### src/hw/rtl/swcd_pkg.sv
// Package for the stopwatch and countdown timer block.
// Holds the operation codes, time widths and timer constants; no dependencies.
`default_nettype none

package swcd_pkg;

  localparam int unsigned TIME_BITS    = 48;
  localparam int unsigned SEC_W        = 17;
  localparam int unsigned MAX_PRESET_S = 86400;
  localparam int unsigned MINUTE_S     = 60;
  localparam int unsigned MS_PER_S     = 1000;
  // seconds left saturate here when the time base runs backwards
  localparam int unsigned SEC_CAP      = MAX_PRESET_S + 59;

  typedef enum logic [2:0] {
    OP_TICK      = 3'd0,
    OP_SW_TOGGLE = 3'd1,
    OP_LAP       = 3'd2,
    OP_SW_CLEAR  = 3'd3,
    OP_CD_TOGGLE = 3'd4,
    OP_ADD_MIN   = 3'd5,
    OP_CD_CLEAR  = 3'd6
  } op_t;

endpackage

`default_nettype wire

### src/hw/rtl/swcd_ceil_sec.sv
// Countdown remaining time: milliseconds to rounded-up seconds, with expiry detect.
// Depends on swcd_pkg. Divide by 1000 is a reciprocal multiply on the capped range.
`default_nettype none

module swcd_ceil_sec import swcd_pkg::*; (
  input  logic [TIME_BITS-1:0] diff_ms,
  output logic [SEC_W-1:0]     secs,
  output logic                 expired
);

  localparam longint unsigned CAP_MS = longint'(SEC_CAP) * longint'(MS_PER_S);
  localparam int unsigned DIV_W   = $clog2(CAP_MS + MS_PER_S);
  // 2^10 > 1000 keeps the reciprocal error below one step over the DIV_W range
  localparam int unsigned RSH     = DIV_W + 10;
  localparam longint unsigned RECIP = ((64'd1 << RSH) + MS_PER_S - 1) / MS_PER_S;
  localparam int unsigned RECIP_W = RSH - 9;
  localparam int unsigned PROD_W  = DIV_W + RECIP_W;

  logic                 over_cap;
  logic [DIV_W-1:0]     round_ms;
  logic [PROD_W-1:0]    prod;

  assign over_cap = diff_ms > TIME_BITS'(CAP_MS);
  assign round_ms = diff_ms[DIV_W-1:0] + DIV_W'(MS_PER_S - 1);
  assign prod     = PROD_W'(round_ms) * PROD_W'(RECIP);
  // zero or negative (top bit set) distance to the end time means expired
  assign expired  = (diff_ms == '0) || diff_ms[TIME_BITS-1];

  always_comb begin
    if (expired) begin
      secs = '0;
    end else if (over_cap) begin
      secs = SEC_W'(SEC_CAP);
    end else begin
      secs = prod[RSH +: SEC_W];
    end
  end

endmodule

`default_nettype wire

### src/hw/rtl/stopwatch_and_countdown_timer.sv
// Stopwatch with lap and countdown timer, top level.
// Depends on swcd_pkg and swcd_ceil_sec.
`default_nettype none

// One operation and a millisecond timestamp go in per transfer; one result comes
// out per transfer, showing both the stopwatch and the countdown after the update.
// Each item passes through the input register and then the result register,
// and a new item is taken every cycle while the result side does not stall. The
// longest path is the countdown's remaining-time subtract followed by the
// reciprocal multiply that turns milliseconds into rounded-up seconds. All
// millisecond arithmetic wraps at 48 bits; code 7 changes nothing but still
// yields a result.
module stopwatch_and_countdown_timer import swcd_pkg::*; (
  input  logic                 clk,
  input  logic                 rst_n,
  input  logic                 in_valid,
  output logic                 in_stall,
  input  logic [2:0]           in_op,
  input  logic [TIME_BITS-1:0] in_now_ms,
  output logic                 out_valid,
  input  logic                 out_stall,
  output logic [TIME_BITS-1:0] out_stopwatch_ms,
  output logic [TIME_BITS-1:0] out_lap_value_ms,
  output logic                 out_stopwatch_running,
  output logic [SEC_W-1:0]     out_seconds_left,
  output logic                 out_timer_counting,
  output logic                 out_timer_rang,
  output logic                 out_expired_now
);

  // input register
  logic                 s1_valid_r;
  op_t                  op_r;
  logic [TIME_BITS-1:0] now_r;

  // block state
  logic                 sw_running_r, sw_running_nxt;
  logic [TIME_BITS-1:0] sw_start_r, sw_start_nxt;
  logic [TIME_BITS-1:0] sw_acc_r, sw_acc_nxt;
  logic [TIME_BITS-1:0] sw_lap_r, sw_lap_nxt;
  logic [SEC_W-1:0]     cd_preset_r, cd_preset_nxt;
  logic [TIME_BITS-1:0] cd_end_r, cd_end_nxt;
  logic                 cd_counting_r, cd_counting_nxt;
  logic                 cd_rang_r, cd_rang_nxt;

  // result register
  logic                 out_valid_r;
  logic [TIME_BITS-1:0] out_sw_ms_r, out_lap_r;
  logic                 out_sw_run_r;
  logic [SEC_W-1:0]     out_secs_r;
  logic                 out_counting_r, out_rang_r, out_expired_r;

  logic                 out_load, fire, expired_nxt;
  logic [TIME_BITS-1:0] sw_val_old, cd_diff;
  logic [SEC_W-1:0]     cd_secs, secs_out;
  logic                 cd_zero;

  assign out_load = !out_valid_r || !out_stall;
  assign in_stall = s1_valid_r && !out_load;
  assign fire     = s1_valid_r && out_load;

  assign sw_val_old = sw_running_r ? (sw_acc_r + (now_r - sw_start_r)) : sw_acc_r;
  assign cd_diff    = cd_end_r - now_r;

  swcd_ceil_sec u_ceil (
    .diff_ms (cd_diff),
    .secs    (cd_secs),
    .expired (cd_zero)
  );

  always_comb begin
    sw_running_nxt  = sw_running_r;
    sw_start_nxt    = sw_start_r;
    sw_acc_nxt      = sw_acc_r;
    sw_lap_nxt      = sw_lap_r;
    cd_preset_nxt   = cd_preset_r;
    cd_end_nxt      = cd_end_r;
    cd_counting_nxt = cd_counting_r;
    cd_rang_nxt     = cd_rang_r;
    expired_nxt     = 1'b0;
    case (op_r)
      OP_TICK: begin
        if (cd_counting_r && cd_zero) begin
          cd_counting_nxt = 1'b0;
          cd_rang_nxt     = 1'b1;
          cd_preset_nxt   = '0;
          expired_nxt     = 1'b1;
        end
      end
      OP_SW_TOGGLE: begin
        if (sw_running_r) begin
          sw_acc_nxt     = sw_val_old;
          sw_running_nxt = 1'b0;
        end else begin
          sw_start_nxt   = now_r;
          sw_running_nxt = 1'b1;
        end
      end
      OP_LAP: begin
        if (sw_running_r) sw_lap_nxt = sw_val_old;
      end
      OP_SW_CLEAR: begin
        if (!sw_running_r) begin
          sw_acc_nxt = '0;
          sw_lap_nxt = '0;
        end
      end
      OP_CD_TOGGLE: begin
        if (cd_counting_r) begin
          cd_preset_nxt   = cd_secs;
          cd_counting_nxt = 1'b0;
        end else if (cd_preset_r != '0) begin
          cd_end_nxt      = now_r + TIME_BITS'(cd_preset_r) * TIME_BITS'(MS_PER_S);
          cd_counting_nxt = 1'b1;
          cd_rang_nxt     = 1'b0;
        end
      end
      OP_ADD_MIN: begin
        if (!cd_counting_r && (cd_preset_r < SEC_W'(MAX_PRESET_S)))
          cd_preset_nxt = cd_preset_r + SEC_W'(MINUTE_S);
      end
      OP_CD_CLEAR: begin
        cd_counting_nxt = 1'b0;
        cd_rang_nxt     = 1'b0;
        cd_preset_nxt   = '0;
      end
      default: begin
      end
    endcase
  end

  // a fresh start reads exactly its preset; a continuing count reads the divider
  always_comb begin
    if (!cd_counting_nxt) begin
      secs_out = cd_preset_nxt;
    end else if (cd_counting_r) begin
      secs_out = cd_secs;
    end else begin
      secs_out = cd_preset_r;
    end
  end

  always_ff @(posedge clk) begin
    if (!rst_n) begin
      s1_valid_r <= 1'b0;
    end else if (!in_stall) begin
      s1_valid_r <= in_valid;
    end
  end

  always_ff @(posedge clk) begin
    if (in_valid && !in_stall) begin
      op_r  <= op_t'(in_op);
      now_r <= in_now_ms;
    end
  end

  always_ff @(posedge clk) begin
    if (!rst_n) begin
      sw_running_r  <= 1'b0;
      sw_start_r    <= '0;
      sw_acc_r      <= '0;
      sw_lap_r      <= '0;
      cd_preset_r   <= '0;
      cd_end_r      <= '0;
      cd_counting_r <= 1'b0;
      cd_rang_r     <= 1'b0;
    end else if (fire) begin
      sw_running_r  <= sw_running_nxt;
      sw_start_r    <= sw_start_nxt;
      sw_acc_r      <= sw_acc_nxt;
      sw_lap_r      <= sw_lap_nxt;
      cd_preset_r   <= cd_preset_nxt;
      cd_end_r      <= cd_end_nxt;
      cd_counting_r <= cd_counting_nxt;
      cd_rang_r     <= cd_rang_nxt;
    end
  end

  always_ff @(posedge clk) begin
    if (!rst_n) begin
      out_valid_r <= 1'b0;
    end else if (out_load) begin
      out_valid_r <= s1_valid_r;
    end
  end

  always_ff @(posedge clk) begin
    if (fire) begin
      out_sw_ms_r    <= sw_running_nxt ? sw_val_old : sw_acc_nxt;
      out_lap_r      <= sw_lap_nxt;
      out_sw_run_r   <= sw_running_nxt;
      out_secs_r     <= secs_out;
      out_counting_r <= cd_counting_nxt;
      out_rang_r     <= cd_rang_nxt;
      out_expired_r  <= expired_nxt;
    end
  end

  assign out_valid             = out_valid_r;
  assign out_stopwatch_ms      = out_sw_ms_r;
  assign out_lap_value_ms      = out_lap_r;
  assign out_stopwatch_running = out_sw_run_r;
  assign out_seconds_left      = out_secs_r;
  assign out_timer_counting    = out_counting_r;
  assign out_timer_rang        = out_rang_r;
  assign out_expired_now       = out_expired_r;

`ifndef SYNTH
  // rang is only set on expiry and cleared by a restart or a clear
  a_rang_not_counting: assert property (@(posedge clk) disable iff (!rst_n)
    cd_rang_r |-> !cd_counting_r)
    else $error("timer rang while still counting");

  a_rang_from_count: assert property (@(posedge clk) disable iff (!rst_n)
    $rose(cd_rang_r) |-> $past(cd_counting_r) && $past(op_r) == OP_TICK)
    else $error("rang set without a running countdown expiring");

  a_expired_result: assert property (@(posedge clk) disable iff (!rst_n)
    out_valid_r && out_expired_r |-> out_rang_r && !out_counting_r && out_secs_r == '0)
    else $error("expiry result inconsistent with timer state");
`endif

endmodule

`default_nettype wire

### config.mk
export PLATFORM = sky130hd
export DESIGN_NAME = stopwatch_and_countdown_timer
export DESIGN_NICKNAME = d
export VERILOG_FILES = /design/src/hw/rtl/swcd_pkg.sv /design/src/hw/rtl/swcd_ceil_sec.sv /design/src/hw/rtl/stopwatch_and_countdown_timer.sv
export SDC_FILE = /design/constraint.sdc
export NUM_CORES = 2
export LEC_CHECK = 0
export ABC_AREA = 1
export ABC_CLOCK_PERIOD_IN_PS = 12700
export BUFFER_PORTS_ARGS = -buffer_cell sky130_fd_sc_hd__buf_4
export CAP_MARGIN = 20
export CORE_AREA = 3 3 286 288
export CTS_CLUSTER_SIZE = 30
export DETAILED_ROUTE_END_ITERATION = 6
export DIE_AREA = 0 0 289 291
export HOLD_SLACK_MARGIN = 0.03
export PLACE_DENSITY = 0.83
export REMOVE_ABC_BUFFERS = 1
export SYNTH_ARGS = -nofsm -noshare
export SYNTH_HDL_FRONTEND = slang
export SYNTH_HIERARCHICAL = 1
export SYNTH_SLANG_ARGS = --single-unit
### constraint.sdc
create_clock -name clk -period 12.7 [get_ports clk]
set_input_delay 2.54 -clock clk [delete_from_list [all_inputs] [get_ports clk]]
set_output_delay 2.54 -clock clk [all_outputs]
set_load 0.005 [all_outputs]
# Word level (Yosys, flattened, before mapping)
# Index checks and enable logic that the tools add are counted.
[op_classes]
add_sub_neg = 6
mul = 2
n_lt_le_gt_ge = 2
n_eq_ne = 6
mux = 26
bitwise_logic = 2
reduce_logical = 17
[ops]
columns = ["operator", "count"]
rows = [
  ["$mux 48", 6],
  ["$pmux 48 s2", 2],
  ["$mux 17", 6],
  ["$sub 48x48->48", 2],
  ["$pmux 17 s4", 1],
  ["$mul 27x27->53 const B", 1],
  ["$add 48x27->48", 1],
  ["$add 48x48->48", 1],
  ["$gt 48x27->1 const B", 1],
  ["$logic_not 48->1", 1],
  ["$add 27x10->27 const B", 1],
  ["$mul 17x7->24 const B", 1],
  ["$add 17x6->17 const B", 1],
  ["$lt 17x17->1 const B", 1],
  ["$reduce_bool 17->1", 1],
  ["$eq 3x3->1 const B", 3],
  ["$mux 1", 9],
  ["$eq 3x2->1 const B", 2],
  ["$pmux 1 s3", 2],
  ["$logic_and 1x1->1", 5],
  ["$logic_not 1->1", 5],
  ["$reduce_and 4->1", 1],
  ["$eq 3x1->1 const B", 1],
  ["$logic_not 3->1", 1],
  ["other kinds (3)", 5],
]
[word_totals]
ff_bits = 382
in_bits = 55
output_inout_bits = 119
word_cells = 80

# Longest topological paths before layout
[depth]
depth_word = 8
mapped_depth = 57
depth_no_buf = 57

# Hierarchy
# The synthesis kept the hierarchy.
[by_module_without_submodules]
columns = ["module", "n_inst", "cells_per_inst", "area_per_inst_um2", "seq_area_each_um2"]
rows = [
  ["stopwatch_and_countdown_timer", 1, 4328, 30569.3, 9328.9],
  ["swcd_ceil_sec", 1, 1683, 13101.3, 0.0],
]

# Worst setup path before layout
# Ideal clock, no wire load.
[synth_timing]
path_type = "reg2reg"
start = "register now_r[0]"
end = "register out_secs_r[16], in the netlist out_seconds_left[16] (data pin)"
setup_ps = 267
t_arrival_ps = 8553
required_ps = 12433
path_slack_ps = 3879
path_stages_with_launch = 48
n_path_buf = 0
period_less_slack_ps = 8821
cell_sequence = "edfxtp_1 > ha_1 > fa_1 > o21ai_2 > a21boi_2 > o21ai_2 > nand2_1 > nand2_2 > nand2_1 > nand2_1 > xor2_1 > nand3_1 > nor3_4 > nand4_2 > xor2_1 > ha_1 > inv_1 > fa_1 > [... 12 more ...] > nor2_1 > nand2_1 > nor2_1 > nand2_1 > nand3_1 > nand2_1 > inv_1 > nand2_1 > nand3_1 > nand3_1 > nand2_1 > inv_1 > o21ai_1 > nor2_1 > a21oi_1 > nand3_1 > nand2_1 > o21ai_0"
[synth_via]
elab_chain_len = 8
word_cells_on_any_way = 15
classes_between = "2 x add/sub; 1 x mul; 1 x order compare; 8 x mux; 3 x reduce/logical"
[synth_rtl]
columns = ["element", "line", "source"]
rows = [
  ["start: declaration", "stopwatch_and_countdown_timer.sv:34", "logic [TIME_BITS-1:0] now_r;"],
  ["start signal: assignment", "stopwatch_and_countdown_timer.sv:154", "now_r <= in_now_ms;"],
  ["$sub 48x48->48 (*)", "stopwatch_and_countdown_timer.sv:63", "assign cd_diff = cd_end_r - now_r;"],
  ["named net cd_diff[14]", "stopwatch_and_countdown_timer.sv:54", "logic [TIME_BITS-1:0] sw_val_old, cd_diff;"],
  ["$add 27x10->27", "swcd_ceil_sec.sv:24", "assign round_ms = diff_ms[DIV_W-1:0] + DIV_W'(MS_PER_S - 1);"],
  ["$mul 27x27->53", "swcd_ceil_sec.sv:25", "assign prod = PROD_W'(round_ms) * PROD_W'(RECIP);"],
  ["$mux 17", "swcd_ceil_sec.sv:32", "end else if (over_cap) begin"],
  ["$mux 17 (*)", "swcd_ceil_sec.sv:30", "if (expired) begin"],
  ["named net cd_secs[16]", "stopwatch_and_countdown_timer.sv:55", "logic [SEC_W-1:0] cd_secs, secs_out;"],
  ["$mux 17 (*)", "stopwatch_and_countdown_timer.sv:109, stopwatch_and_countdown_timer.sv:136", ""],
  ["$pmux 17 s4", "stopwatch_and_countdown_timer.sv:81", "case (op_r)"],
  ["$mux 17 (*)", "stopwatch_and_countdown_timer.sv:134", "if (!cd_counting_nxt) begin"],
  ["named net secs_out[16]", "stopwatch_and_countdown_timer.sv:55", ""],
  ["end signal: assignment", "stopwatch_and_countdown_timer.sv:193", "out_secs_r <= secs_out;"],
  ["end: declaration", "stopwatch_and_countdown_timer.sv:50", "logic [SEC_W-1:0] out_secs_r;"],
]
# The timed path passes the listed nets; every way through them passes the cells marked *.
# A chain may end at the register's enable or synchronous reset.

# Worst setup path in the final report
[layout_timing]
start = "register now_r[0]"
end = "register out_secs_r[10], in the netlist out_seconds_left[10] (data pin)"
# Same word-level chain as after synthesis.

==> impl_results.rst <==
.. list-table::
   :header-rows: 1

   * - Metric
     - Value
   * - Worst Setup End Kind
     - register
   * - Final sum of negative setup slack
     - 0 ps
   * - Most frequent cells after synthesis
     - 1374 x inv_1, 1258 x nand2_1, 443 x ha_1, 425 x a21oi_1, 397 x nor2_1
   * - Required @ worst endpoint
     - 13030 ps
   * - Clock root buffer
     - clkbuf_16
   * - Yosys warns
     - 6
   * - Number of antenna violations at the first check in global routing
     - 1
   * - Yosys cell types
     - 73
   * - Effective utilization at floorplan
     - 0.552
   * - Largest net degree at the start of global routing
     - 162
   * - Final nets
     - 6955
   * - Area leader, netlist
     - fa_1
   * - Area share of the largest cell type after synthesis
     - 0.151
   * - Cell count after placement
     - 7130
   * - Worst setup timing slack at the placement stage
     - 2150 ps
   * - Slowest stage cell, crit path
     - xor2_1
   * - Die Ht
     - 291 um
   * - Number of nets with antenna violations after detailed routing
     - 0
   * - Async set or reset register ratio after synthesis
     - 0
   * - Worst skew pair latency
     - 610 ps
   * - Violation count after the first detailed-routing iteration
     - 3993
   * - Wire length after detailed routing
     - 140000 um
   * - Unrepaired setup endpoints after global routing
     - no
   * - Area of the core
     - 79100 um2
   * - Largest incremental delay on the critical path
     - 750 ps
   * - Routed length per placed instance
     - 19.4 um
   * - PortBufs
     - 173
   * - Mean instance size in the synthesized netlist
     - 7.27 um2
   * - Kind of cell adding the most delay to the critical path
     - adder cells
   * - Slew headroom
     - 0.205
   * - Critical Path AT
     - 11060 ps
   * - Layout Area Growth over Synthesis
     - 8.51%
   * - Via count of the first global-routing pass
     - 38.5k
   * - Count of final hold-check violations
     - 0
   * - Detailed-router iteration count before antenna repair
     - 7
   * - Highest clock rate
     - 93.2 MHz
   * - Post-CTS resize count
     - 0
   * - Measured slew at the worst slew-check pin
     - 1190 ps
   * - Class of the tightest hold or removal check
     - reg2reg
   * - Number of enable flip-flop cells after synthesis
     - 168
   * - Diodes inserted
     - 0
   * - Total vias in the final route
     - 39.9k
   * - Cell seen most often among critical-path stages
     - nand2_1
   * - DIE WIDTH
     - 289 um
   * - Weighted congestion at the end of routability-driven global placement
     - 1.05
   * - DRC viols
     - 1
   * - Max-slew violation count
     - 0
   * - Die outline area
     - 84100 um2
   * - Clock-pin slew on the worst setup and hold paths
     - 70 ps
   * - Max Cap Violations
     - 0
   * - Post-Syn Instances
     - 6011
   * - Combined buffer and inverter count along the critical path
     - 4
   * - Final setup violation count
     - 0
   * - Global-route wire length before repair
     - 215000 um
   * - I/O pin count
     - 174
   * - Via-per-instance ratio
     - 5.53
   * - Final WS setup
     - 1970 ps
   * - Startpoint types
     - register
   * - Crit Path Max Fanout
     - 6
   * - Ranking of synthesized cells by area
     - fa_1 15%, ha_1 13%, inv_1 12%, edfxtp_1 12%, nand2_1 11%
   * - GRT Resource Usage Total
     - 0.328
   * - Total CTS buffers
     - 45
   * - Clock skew
     - 43.1 ps
   * - Proportion of synthesized chip area in sequential cells
     - 0.214
   * - Run status
     - complete, but fails checks
   * - Clock tree sinks
     - 382
   * - CTS tree
     - yes
   * - Gr ovfl total
     - 0
   * - Share of layout cells above drive strength 1
     - 0.0784
   * - Minimum clock period
     - 10730 ps
   * - Final cycle utilization of the critical path
     - 0.845
   * - Level count of the clock H-tree
     - 2
   * - Number of placement rows
     - 103
   * - Number of buffers inserted by hold repair at cts
     - 0
   * - Post-layout instance count excluding filler cells
     - 7213
   * - Buffers from clock root to sink, at most
     - 3
   * - Post-synthesis cell area
     - 43700 um2
   * - FF+latch count, synth
     - 382
   * - Most common flop cell mapped by yosys
     - dfxtp_1
   * - Critical Setup Path Class
     - reg2reg
   * - Post-CTS Setup Repair Bufs
     - 0
   * - Violations in the final reports
     - design-rule violations
   * - HPWL after detailed placement
     - 114000 um
   * - Leading cell type by number of instances after synthesis
     - inv_1
==> final timing paths <==
kind               start                    to  slack (ps)  cells after the start
max             now_r[0]  out_seconds_left[10]        1970                     44
min          cd_end_r[0]           cd_end_r[0]         470                      2
max reg2reg     now_r[0]  out_seconds_left[10]        1970                     44
min reg2reg  cd_end_r[0]           cd_end_r[0]         470                      2
==> cells in the final DEF, fill, tap and decap left out, types with 6 or more instances in the layout <==
cell        count
xor2_2          6
o211ai_1       51
nand2_2        36
buf_4         194
nand4_1        61
xnor2_1        40
inv_2          41
fa_1          330
a21oi_1       424
nor2_4          8
edfxtp_1      168
a21oi_2         6
ha_1          443
nor2_2         36
clkinv_2       10
clkbuf_16      46
clkinvlp_4      9
nor3_1         41
nand3_1       273
nor2_1        397
o21a_1         32
o22ai_1         8
o21bai_1       32
o21ai_0       245
nand3_2        28
o21ai_2        10
or2_2           6
a21o_1         21
dfxtp_1       213
inv_1        1372
nand2_1      1257
o21ai_1        81
nor4_1         14
a31oi_1        41
xor2_1        102
==> worst min-delay path: stages, from the launching register on <==
cell and delay (ps):
dfxtp_1 300, inv_1 60, a21oi_1 60
==> state kept, by name, indices dropped and copies added, names as in the netlist <==
register,cells
out_expired_now,1
cd_preset_r,17
out_stopwatch_running,1
cd_end_r,48
sw_start_r,48
sw_lap_r,48
sw_acc_r,48
cd_rang_r,1
out_valid,1
out_stopwatch_ms,48
out_lap_value_ms,48
out_timer_rang,1
out_seconds_left,17
now_r,48
cd_counting_r,1
out_timer_counting,1
s1_valid_r,1
op_r,3
sw_running_r,1
==> kinds of logic (layout without fill, tap and decap cells) <==
logic type | after synthesis | count (layout) | synth area share
AO/OA/AOI/OAI | 977 | 977 | 0.125
flip-flops | 382 | 382 | 0.214
adder cells (fa/ha/maj) | 773 | 773 | 0.278
AND/OR/NAND/NOR | 2188 | 2188 | 0.216
buffers and inverters | 1541 | 1693 | 0.136
XOR/XNOR | 150 | 150 | 0.0317
==> cell type report <==
cell class	count	area [um2]
Fill cell	7336	31700
Multi-Input combinational cell	4088	28400
Sequential cell	382	9330
Inverter	1415	5320
Timing Repair Buffer	195	1480
Tap cell	1050	1310
Clock buffer	53	1230
Clock inverter	30	283
==> layer usage <==
layer / global-route usage / wire [um] / vias up
li1: - / - / 19147
met1: 0.439 / 58000 / 18760
met2: 0.527 / 63800 / 1728
met3: 0.0533 / 11500 / 283
met4: 0.138 / 6730 / 0
met5: 0 / 0 / -
==> metrics by stage <==
step / hold WS (ps) / utilization / area [um2]
2_1_floorplan: 433 / - / 43100
3_3_place_gp: 451 / 0.580 / 45900
3_5_place_dp: 459 / 0.580 / 45900
4_1_cts: 468 / 0.599 / 47400
5_1_grt: 499 / 0.599 / 47400
6_report: 472 / 0.599 / 47400
Power is not shown: default switching activity piles up to over one toggle a cycle in this logic, so the estimate is an artifact.
